### src/rtl/olie_pkg.sv
// ----------------------------------------------------------------------------
// Ordered list package
// Shared constants, operation codes and status codes for the ordered list.
// ----------------------------------------------------------------------------
package olie_pkg;

   localparam int DEPTH_DEF = 16;
   localparam int WORD_W    = 32;
   localparam int OP_W      = 2;
   localparam int STATUS_W  = 2;

   localparam logic [OP_W-1:0] OP_INSERT = 2'd0;
   localparam logic [OP_W-1:0] OP_ERASE  = 2'd1;
   localparam logic [OP_W-1:0] OP_READ   = 2'd2;

   localparam logic [STATUS_W-1:0] STATUS_OK      = 2'd0;
   localparam logic [STATUS_W-1:0] STATUS_FULL    = 2'd1;
   localparam logic [STATUS_W-1:0] STATUS_BAD_POS = 2'd2;

endpackage

### src/rtl/olie_mem.sv
// ----------------------------------------------------------------------------
// Ordered list entry store
// Entry memory with separate write and read ports: one write and one registered read per cycle.
// ----------------------------------------------------------------------------
module olie_mem
   import olie_pkg::*;
#(
   parameter int DEPTH = DEPTH_DEF
) (
   input  logic                       clock,
   input  logic                       wr_en,
   input  logic [$clog2(DEPTH)-1:0]   wr_addr,
   input  logic signed [WORD_W-1:0]   wr_data,
   input  logic [$clog2(DEPTH)-1:0]   rd_addr,
   output logic signed [WORD_W-1:0]   rd_data
);

   logic signed [WORD_W-1:0] mem_ff [DEPTH];
   logic signed [WORD_W-1:0] rd_data_ff;

   always_ff @(posedge clock) begin
      if (wr_en) begin
         mem_ff[wr_addr] <= wr_data;
      end
      rd_data_ff <= mem_ff[rd_addr];
   end

   assign rd_data = rd_data_ff;

endmodule

### src/rtl/ordered_list_insert_erase.sv
// ----------------------------------------------------------------------------
// Ordered list with insert and erase
// Holds up to DEPTH signed words in order and inserts, erases or reads them
// by position, shifting later entries one at a time through the entry store.
// ----------------------------------------------------------------------------
// Usage: a transaction is accepted when start is high and busy is low. It
// carries req_op, req_position and req_value. Exactly one result follows,
// shown for one cycle with rsp_valid high; the receiver cannot stall it.
// A rejected transaction, and an erase of the last entry, is answered straight
// from the idle state; a read waits in ST_RD_WAIT for the registered memory
// read. An insert moves each entry from the position onward up one place,
// last entry first, and then writes the new value; an erase moves each later
// entry down one place. Every entry moved costs one memory read and one
// memory write in the entry store.
// busy stays high while a transaction is in progress and drops in the cycle
// its result is shown, so the next transaction may start then.
// Reset empties the list; stored words keep whatever they held, and only
// entries below the count are ever returned.
// ----------------------------------------------------------------------------
module ordered_list_insert_erase
   import olie_pkg::*;
#(
   parameter int DEPTH = DEPTH_DEF
) (
   input  logic                              clock,
   input  logic                              reset,
   input  logic                              start,
   output logic                              busy,
   input  logic [OP_W-1:0]                   req_op,
   input  logic [$clog2(DEPTH+1)-1:0]        req_position,
   input  logic signed [WORD_W-1:0]          req_value,
   output logic                              rsp_valid,
   output logic [STATUS_W-1:0]               rsp_status,
   output logic signed [WORD_W-1:0]          rsp_read_value,
   output logic [$clog2(DEPTH+1)-1:0]        rsp_count
);

   localparam int CNT_W = $clog2(DEPTH + 1);
   localparam int IDX_W = $clog2(DEPTH);

   typedef enum logic [2:0] {
      ST_IDLE,
      ST_INS_RD,
      ST_INS_WR,
      ST_INS_VAL,
      ST_ERS_RD,
      ST_ERS_WR,
      ST_RD_WAIT
   } state_type;

   state_type                   state_ff;
   logic [CNT_W-1:0]            count_ff;
   logic [CNT_W-1:0]            cursor_ff;
   logic [CNT_W-1:0]            pos_ff;
   logic signed [WORD_W-1:0]    value_ff;
   logic                        rsp_valid_ff;
   logic [STATUS_W-1:0]         rsp_status_ff;
   logic signed [WORD_W-1:0]    rsp_read_value_ff;
   logic [CNT_W-1:0]            rsp_count_ff;

   logic [CNT_W-1:0]            cursor_dec;
   logic [CNT_W-1:0]            cursor_inc;
   logic [CNT_W:0]              cursor_inc2;
   logic [CNT_W-1:0]            pos_inc;
   logic                        accept;

   logic                        mem_wr_en;
   logic [IDX_W-1:0]            mem_wr_addr;
   logic signed [WORD_W-1:0]    mem_wr_data;
   logic [IDX_W-1:0]            mem_rd_addr;
   logic signed [WORD_W-1:0]    mem_rd_data;

   assign accept      = start && !busy;
   assign cursor_dec  = cursor_ff - CNT_W'(1);
   assign cursor_inc  = cursor_ff + CNT_W'(1);
   assign cursor_inc2 = {1'b0, cursor_ff} + (CNT_W + 1)'(2);
   assign pos_inc     = req_position + CNT_W'(1);

   always_comb begin
      mem_wr_en   = 1'b0;
      mem_wr_addr = cursor_ff[IDX_W-1:0];
      mem_wr_data = mem_rd_data;
      mem_rd_addr = cursor_ff[IDX_W-1:0];
      case (state_ff)
         ST_IDLE: begin
            mem_rd_addr = req_position[IDX_W-1:0];
         end
         ST_INS_RD: begin
            mem_rd_addr = cursor_dec[IDX_W-1:0];
         end
         ST_ERS_RD: begin
            mem_rd_addr = cursor_inc[IDX_W-1:0];
         end
         ST_INS_WR, ST_ERS_WR: begin
            mem_wr_en = 1'b1;
         end
         ST_INS_VAL: begin
            mem_wr_en   = 1'b1;
            mem_wr_addr = pos_ff[IDX_W-1:0];
            mem_wr_data = value_ff;
         end
         default: begin
            mem_wr_en = 1'b0;
         end
      endcase
   end

   always_ff @(posedge clock) begin
      if (reset) begin
         state_ff     <= ST_IDLE;
         count_ff     <= '0;
         rsp_valid_ff <= 1'b0;
      end else begin
         rsp_valid_ff <= 1'b0;
         case (state_ff)
            ST_IDLE: begin
               if (accept) begin
                  pos_ff            <= req_position;
                  value_ff          <= req_value;
                  rsp_status_ff     <= STATUS_OK;
                  rsp_read_value_ff <= '0;
                  rsp_count_ff      <= count_ff;
                  case (req_op)
                     OP_INSERT: begin
                        if (req_position > count_ff) begin
                           rsp_status_ff <= STATUS_BAD_POS;
                           rsp_valid_ff  <= 1'b1;
                        end else if (count_ff == CNT_W'(DEPTH)) begin
                           rsp_status_ff <= STATUS_FULL;
                           rsp_valid_ff  <= 1'b1;
                        end else if (count_ff > req_position) begin
                           cursor_ff <= count_ff;
                           state_ff  <= ST_INS_RD;
                        end else begin
                           state_ff <= ST_INS_VAL;
                        end
                     end
                     OP_ERASE: begin
                        if (req_position >= count_ff) begin
                           rsp_status_ff <= STATUS_BAD_POS;
                           rsp_valid_ff  <= 1'b1;
                        end else if (pos_inc < count_ff) begin
                           cursor_ff <= req_position;
                           state_ff  <= ST_ERS_RD;
                        end else begin
                           count_ff     <= count_ff - CNT_W'(1);
                           rsp_count_ff <= count_ff - CNT_W'(1);
                           rsp_valid_ff <= 1'b1;
                        end
                     end
                     OP_READ: begin
                        if (req_position >= count_ff) begin
                           rsp_status_ff <= STATUS_BAD_POS;
                           rsp_valid_ff  <= 1'b1;
                        end else begin
                           state_ff <= ST_RD_WAIT;
                        end
                     end
                     default: begin
                        rsp_status_ff <= STATUS_BAD_POS;
                        rsp_valid_ff  <= 1'b1;
                     end
                  endcase
               end
            end
            ST_INS_RD: begin
               state_ff <= ST_INS_WR;
            end
            ST_INS_WR: begin
               cursor_ff <= cursor_dec;
               if (cursor_dec > pos_ff) begin
                  state_ff <= ST_INS_RD;
               end else begin
                  state_ff <= ST_INS_VAL;
               end
            end
            ST_INS_VAL: begin
               count_ff     <= count_ff + CNT_W'(1);
               rsp_count_ff <= count_ff + CNT_W'(1);
               rsp_valid_ff <= 1'b1;
               state_ff     <= ST_IDLE;
            end
            ST_ERS_RD: begin
               state_ff <= ST_ERS_WR;
            end
            ST_ERS_WR: begin
               cursor_ff <= cursor_inc;
               if (cursor_inc2 < {1'b0, count_ff}) begin
                  state_ff <= ST_ERS_RD;
               end else begin
                  count_ff     <= count_ff - CNT_W'(1);
                  rsp_count_ff <= count_ff - CNT_W'(1);
                  rsp_valid_ff <= 1'b1;
                  state_ff     <= ST_IDLE;
               end
            end
            ST_RD_WAIT: begin
               rsp_read_value_ff <= mem_rd_data;
               rsp_valid_ff      <= 1'b1;
               state_ff          <= ST_IDLE;
            end
            default: begin
               state_ff <= ST_IDLE;
            end
         endcase
      end
   end

   olie_mem #(
      .DEPTH (DEPTH)
   ) u_mem (
      .clock   (clock),
      .wr_en   (mem_wr_en),
      .wr_addr (mem_wr_addr),
      .wr_data (mem_wr_data),
      .rd_addr (mem_rd_addr),
      .rd_data (mem_rd_data)
   );

   assign busy           = (state_ff != ST_IDLE);
   assign rsp_valid      = rsp_valid_ff;
   assign rsp_status     = rsp_status_ff;
   assign rsp_read_value = rsp_read_value_ff;
   assign rsp_count      = rsp_count_ff;

   a_count_bound: assert property (@(posedge clock) disable iff (reset)
      count_ff <= CNT_W'(DEPTH))
      else $error("entry count exceeds capacity");

   a_accept_progress: assert property (@(posedge clock) disable iff (reset)
      accept |=> (busy || rsp_valid))
      else $error("accepted transaction neither in progress nor answered");

   a_full_count: assert property (@(posedge clock) disable iff (reset)
      (rsp_valid && rsp_status == STATUS_FULL) |-> (rsp_count == CNT_W'(DEPTH)))
      else $error("full status reported on a list that is not full");

   a_reject_zero: assert property (@(posedge clock) disable iff (reset)
      (rsp_valid && rsp_status != STATUS_OK) |-> (rsp_read_value == '0))
      else $error("rejected transaction returned a nonzero read value");

   a_no_write_idle: assert property (@(posedge clock) disable iff (reset)
      (state_ff == ST_IDLE) |-> !mem_wr_en)
      else $error("entry store written while idle");

endmodule

### config.mk
export PLATFORM = sky130hd
export DESIGN_NAME = ordered_list_insert_erase
export DESIGN_NICKNAME = d
export VERILOG_FILES = /design/src/rtl/olie_pkg.sv /design/src/rtl/olie_mem.sv /design/src/rtl/ordered_list_insert_erase.sv
export SDC_FILE = /design/constraint.sdc
export NUM_CORES = 1
export LEC_CHECK = 0
export ABC_AREA = 1
export BUFFER_PORTS_ARGS = -buffer_cell sky130_fd_sc_hd__buf_2
export CORE_ASPECT_RATIO = 0.6
export CORE_MARGIN = 10
export CORE_UTILIZATION = 40
export CTS_CLUSTER_DIAMETER = 30
export CTS_CLUSTER_SIZE = 30
export DETAILED_ROUTE_END_ITERATION = 12
export MAX_ROUTING_LAYER = met4
export PLACE_DENSITY = 0.64
export SETUP_SLACK_MARGIN = 0.1
export SYNTH_ARGS = -nofsm -noshare
export SYNTH_HDL_FRONTEND = slang
export SYNTH_HIERARCHICAL = 1
export SYNTH_SLANG_ARGS = --single-unit
### constraint.sdc
create_clock -name clock -period 12.1 [get_ports clock]
set_input_delay 2.42 -clock clock [delete_from_list [all_inputs] [get_ports clock]]
set_output_delay 2.42 -clock clock [all_outputs]
set_load 0.005 [all_outputs]
-- Yosys cells after proc, flatten, opt, wreduce, memory -nomap -nowiden
Memories as Yosys holds them, arrays and structs flattened. A register that Yosys moved wholly into a read port is not among the register bits.
Cells that the tools add are included.
- register bits: 90
- bits in writable memories: 512
- bits of input ports: 42
- output and inout port bits: 41
- word-level logic and storage cells: 105
- memories: 1
- add/sub/neg operators: 6
- magnitude comparators: 6
- equal/unequal tests: 19
- muxes and demuxes: 46
- bitwise logic cells: 1
- reductions and logical operators: 17
- memory list (name ; words ; width ; read ports ; clocked after memory_dff ; write ports ; RTL line ; RTL):
    u_mem.mem_ff ; 16 ; 32 ; 1 ; 1 ; 1 ; olie_mem.sv:18 ; logic signed [WORD_W-1:0] mem_ff [DEPTH];
- operators with widths (kind ; number):
    32-bit 2-to-1 mux ; 2
    32-bit one-hot mux with 2 select lines ; 1
    5-bit 2-to-1 mux ; 11
    5-bit one-hot mux with 3 select lines ; 2
    3-bit 2-to-1 mux ; 7
    3-bit != test, second input constant ; 6
    5-bit by 1-bit adder with 5-bit output, second input constant ; 3
    5-bit greater-than comparator ; 3
    3-bit one-hot mux with 5 select lines ; 1
    4-bit one-hot mux with 3 select lines ; 1
    1-bit 2-to-1 mux ; 11
    5-bit one-hot mux with 2 select lines ; 1
    5-bit by 1-bit subtractor with 5-bit output, second input constant ; 2
    3-bit == test, second input constant ; 3
    3-bit one-hot mux with 3 select lines ; 1
    3-bit AND reduction ; 3
    9-bit AND reduction ; 1
    3-bit nonzero test ; 3
    2-bit 2-to-1 mux ; 4
    7-bit AND reduction ; 1
    5-bit by 2-bit adder with 6-bit output, second input constant ; 1
    3-bit by 2-bit == test with 1-bit output, second input constant ; 2
    6-bit by 5-bit less-than comparator with 1-bit output ; 1
    1-bit one-hot mux with 3 select lines ; 2
    other kinds (20) ; 22

-- Logic depth before layout (Yosys ltp)
- depth after elaboration: 7
- mapped depth: 17
- depth with buffers taken out: 17

-- Hierarchy
The synthesis kept the hierarchy.
- modules (own cells, without submodules) (module ; times used ; cells an instance ; area each (sq um) ; seq. area each (sq um)):
    olie_mem ; 1 ; 2120 ; 22730.6 ; 16015.4
    ordered_list_insert_erase ; 1 ; 553 ; 4973.5 ; 2612.5

-- Worst setup path before layout
No wires, ideal clock.
- path type: input to register
- start: input reset
- end: register pos_ff[0] (enable)
- setup time: 0.484 ns
- arrival: 5.349 ns
- required time: 11.616 ns
- path slack: 6.267 ns
- cell stages on the path: 2
- path buffers: 1
- cell sequence: clkbuf_1 -> nor3_1
- longest elaborated chain between the ends: 2
- RTL lines (element ; RTL line ; RTL):
    start, declared ; ordered_list_insert_erase.sv:26 ; input logic reset,
    1-bit NOT (no line) ; -- ;
    3-bit AND reduction (no line) ; -- ;
    end signal, assigned ; ordered_list_insert_erase.sv:118 ; pos_ff <= req_position;
    end, declared ; ordered_list_insert_erase.sv:54 ; logic [CNT_W-1:0] pos_ff;
No other way between the ends.
A chain may end at the register's enable or synchronous reset.

-- Final worst setup path
- start: input req_position[0]
- end: register u_mem.rd_data_ff[23], in the netlist u_mem/rd_data[23], read port of u_mem.mem_ff
- longest elaborated chain between the ends: 1
- RTL lines (element ; RTL line ; RTL):
    start, declared ; ordered_list_insert_erase.sv:30 ; input logic [$clog2(DEPTH+1)-1:0] req_position,
    4-bit one-hot mux with 3 select lines ; ordered_list_insert_erase.sv:84 ; case (state_ff)
    via mem_rd_addr[0] ; ordered_list_insert_erase.sv:70 ; logic [IDX_W-1:0] mem_rd_addr;
    end, declared ; olie_mem.sv:19 ; logic signed [WORD_W-1:0] rd_data_ff;
The timed path passes the listed nets, and every way through them passes these cells.

==> results.toml <==
[power_and_ir_drop]
power_density_nw_per_um2 = 221
power_leakage_uw = 0.0139
p_int_uw = 5080
swShare = 0.293
vdd_drop_max_mv = 0.135
p_comb_frac = 0.181
switchingPower_uw = 2110
pwr-share-clk = 0.425
p_seq_frac = 0.394

[cts]
htreeDepth = 3
cts-root-buf = "clkbuf_16"
cts.sinks = 634
postCtsSetupBuffers = 0
cts_buffers = 104
ctsHoldBuffers = 0
ctsResizeCount = 0
cts_tree = "yes"
clock_latency_ns = 0.65
clk_pin_slew_worst_paths_ns = 0.05
cts_buffer_depth = 3

[floorplanning]
core_area_sq_um = 68300
io_pins = 83
die_area_sq_um = 80500
fp.dieH_microns = 224
start_util = 0.405
row_count = 74
die_w_microns = 360

[synth]
synth_area_sq_um = 27700
yosys_warnings = 6
ys_ff_latch = 634
synth_top_cell_by_area = "edfxtp_1"
synth-edff-count = 593
syn_area_per_cell_sq_um = 10.4
syn_inst = 2673
yosys.cell_types.count = 42
synth_seq_area_share = 0.672
synth_ff_type = "edfxtp_1"
synth_top_area_frac = 0.643
synth_area_leaders = "edfxtp_1, nand2_1, nand3_1"
syn_nets = 2746
synth-async-reset-ratio = 0

[critical_path]
crit_family = "buffers and inverters"
start_kind = "primary input"
critPathKind = "in2reg"
cp-end-kind = "register"
crit_arrival_ns = 5.98
cp_cell_sequence = "buf_2 > inv_1 > o221ai_4 > buf_4 > inv_6 > buf_4 > nand2_1 > nand2_1 > nand2_1 > nand3_1 > nand3_1 > nand2_1"
critPathBufInv = 5
reg2reg_from = "state_ff[1]$_SDFFE_PP0P_"
rr_endpoint = "u_mem/rd_data[23]$_DFF_P_"
worst-r2r-cell-count = 14
critPathMaxFanout = 157
r2r_setup_slack_ns = 7.47
cp_common_cell = "nand2_1"
critPathMaxStageDelay_ns = 1.01
slowest_stage = "inv_6"
worstPathRequired_ns = 12.68

[min_path]
hold_depth = 2
hold_path_end = "rsp_read_value[16]$_SDFFCE_PN0P_"
min_path_type = "reg2reg"
hp-start = "u_mem/rd_data[16]$_DFF_P_"

[cells_and_area]
final_common_cell = "nand2_1"
drive_gt1_frac = 0.115
final_core_util = 0.477
fin_cells = 3777
fin_area_sq_um = 32600
layout_common_cells = "nand2_1, edfxtp_1, inv_1"
final_net_count = 2848
syn_to_final_growth_pct = 17.6
n_antenna_cell = 0

[global_route]
grt_overflow_total = 0
use_met3 = 0.0363
antenna_found_initial = 0
grt_use_met2 = 0.275
grt_pass1_wl_mm = 109
grt_max_degree = 158
grt_pass1_vias = 18600
met1_usage = 0.233
grt_util_all_layers = 0.178
busiest_layer = "met2"

[drt]
wl_mm = 70.6
dr.pass1.iters = 7
drc_errors = 0
dr_total_vias = 18700
routed_via_density = 4.96
drtIter0Drc = 1627
ant_nets = 0
routedWlPerCell_microns = 18.7

[timing]
min_period_ns = 5.40
tns_ns = 0
fin_hold_ws_ns = 0.539
worst_slew_pin_slew_ns = 1.21
finalSetupViolCount = 0
fin_crit_sh = 0.446
finalHoldViolations = 0
slew-limit-headroom = 0.193
skew_ns = 0.0282
rsz0062_at_grt = "false"
slew_viol_final = 0
max_freq_ghz = 0.185

[placement]
placed_cells = 3581
dp_hpwl_mm = 37.3
dpl-instance-area_sq_um = 28900
gp_congestion = 0.876
io_buffers = 82

[status]
status = "completed"

[run]
maxCapViolations = 0
## power by group through the flow
stage	Combinational, uW	Clock [uW]	Sequential [uW]
floorplan	940	0	2860
global placement	1240	0	2880
detailed placement	1290	0	2880
CTS	1300	3100	2840
global route	1470	3210	2850
finish	1300	3050	2840
## state kept, by name, indices dropped and copies added, names as in the netlist
| name | count |
|---|---|
| count_ff | 5 |
| cursor_ff | 5 |
| pos_ff | 5 |
| rsp_count | 5 |
| rsp_read_value | 32 |
| rsp_status | 2 |
| rsp_valid | 1 |
| state_ff | 3 |
| u_mem/mem_ff | 512 |
| u_mem/rd_data | 32 |
| value_ff | 32 |
## metrics by stage
stage               setup slack, ns  total power [uW]
finish                         6.70              7200
global route                   6.47              7520
CTS                            6.83              7240
detailed placement             6.14              4170
global placement               6.23              4120
floorplan                      6.27              3800
## Yosys cell counts, types with 2 or more instances
cell type	count
dfxtp_1	41
o21ai_0	18
nor2_4	2
a21oi_1	20
clkbuf_1	16
buf_1	17
edfxtp_1	593
o221ai_1	2
o22ai_1	2
ha_1	31
inv_1	473
nand2_2	3
nand3b_1	2
a21boi_0	2
buf_4	7
nor2_1	76
inv_2	7
inv_4	2
nand4_1	2
nand3_1	418
xor2_1	10
nand2_1	792
o211ai_1	7
buf_2	48
buf_6	30
o21ai_1	36
## worst max-delay path by stage
stage	cells past startpoint	from	to
CTS	12	req_position[0]	u_mem/rd_data[23]$_DFF_P_
detailed placement	11	req_position[0]	u_mem/rd_data[23]$_DFF_P_
global route	12	req_position[0]	u_mem/rd_data[23]$_DFF_P_
floorplan	2	reset	pos_ff[0]$_DFFE_PP_
finish	12	req_position[0]	u_mem/rd_data[23]$_DFF_P_
global placement	11	req_position[0]	u_mem/rd_data[23]$_DFF_P_
## cells by family after synthesis
kind of cell,after synthesis,share of synthesized area
AND/OR/NAND/NOR,1300,0.197
flip-flops,634,0.672
buffers and inverters,602,0.0936
AO/OA/AOI/OAI,95,0.0193
adder cells (fa/ha/maj),31,0.0140
XOR/XNOR,11,0.00348
## area by class of cell
cell class                      instances  area, sq um
Timing Repair Buffer                  115          658
Clock inverter                         80          972
Fill cell                            6080        35800
Tap cell                              912         1140
Multi-Input combinational cell       1437         6670
Sequential cell                       634        18600
Inverter                              483         1830
Clock buffer                          116         2680
## per-layer routing
metal,vias to the layer above,part of all wire
met4,0,0.028
met1,8886,0.44
met2,757,0.45
met5,-,0
li1,8936,-
met3,150,0.082
## worst register-to-register path, delay by kind of cell (launching register included)
family                 cells  cell delay, ns
AO/OA/AOI/OAI              2            0.50
flip-flops                 1            0.48
buffers and inverters      4            2.51
AND/OR/NAND/NOR            8            1.07
(Power assumes the default switching activity.)
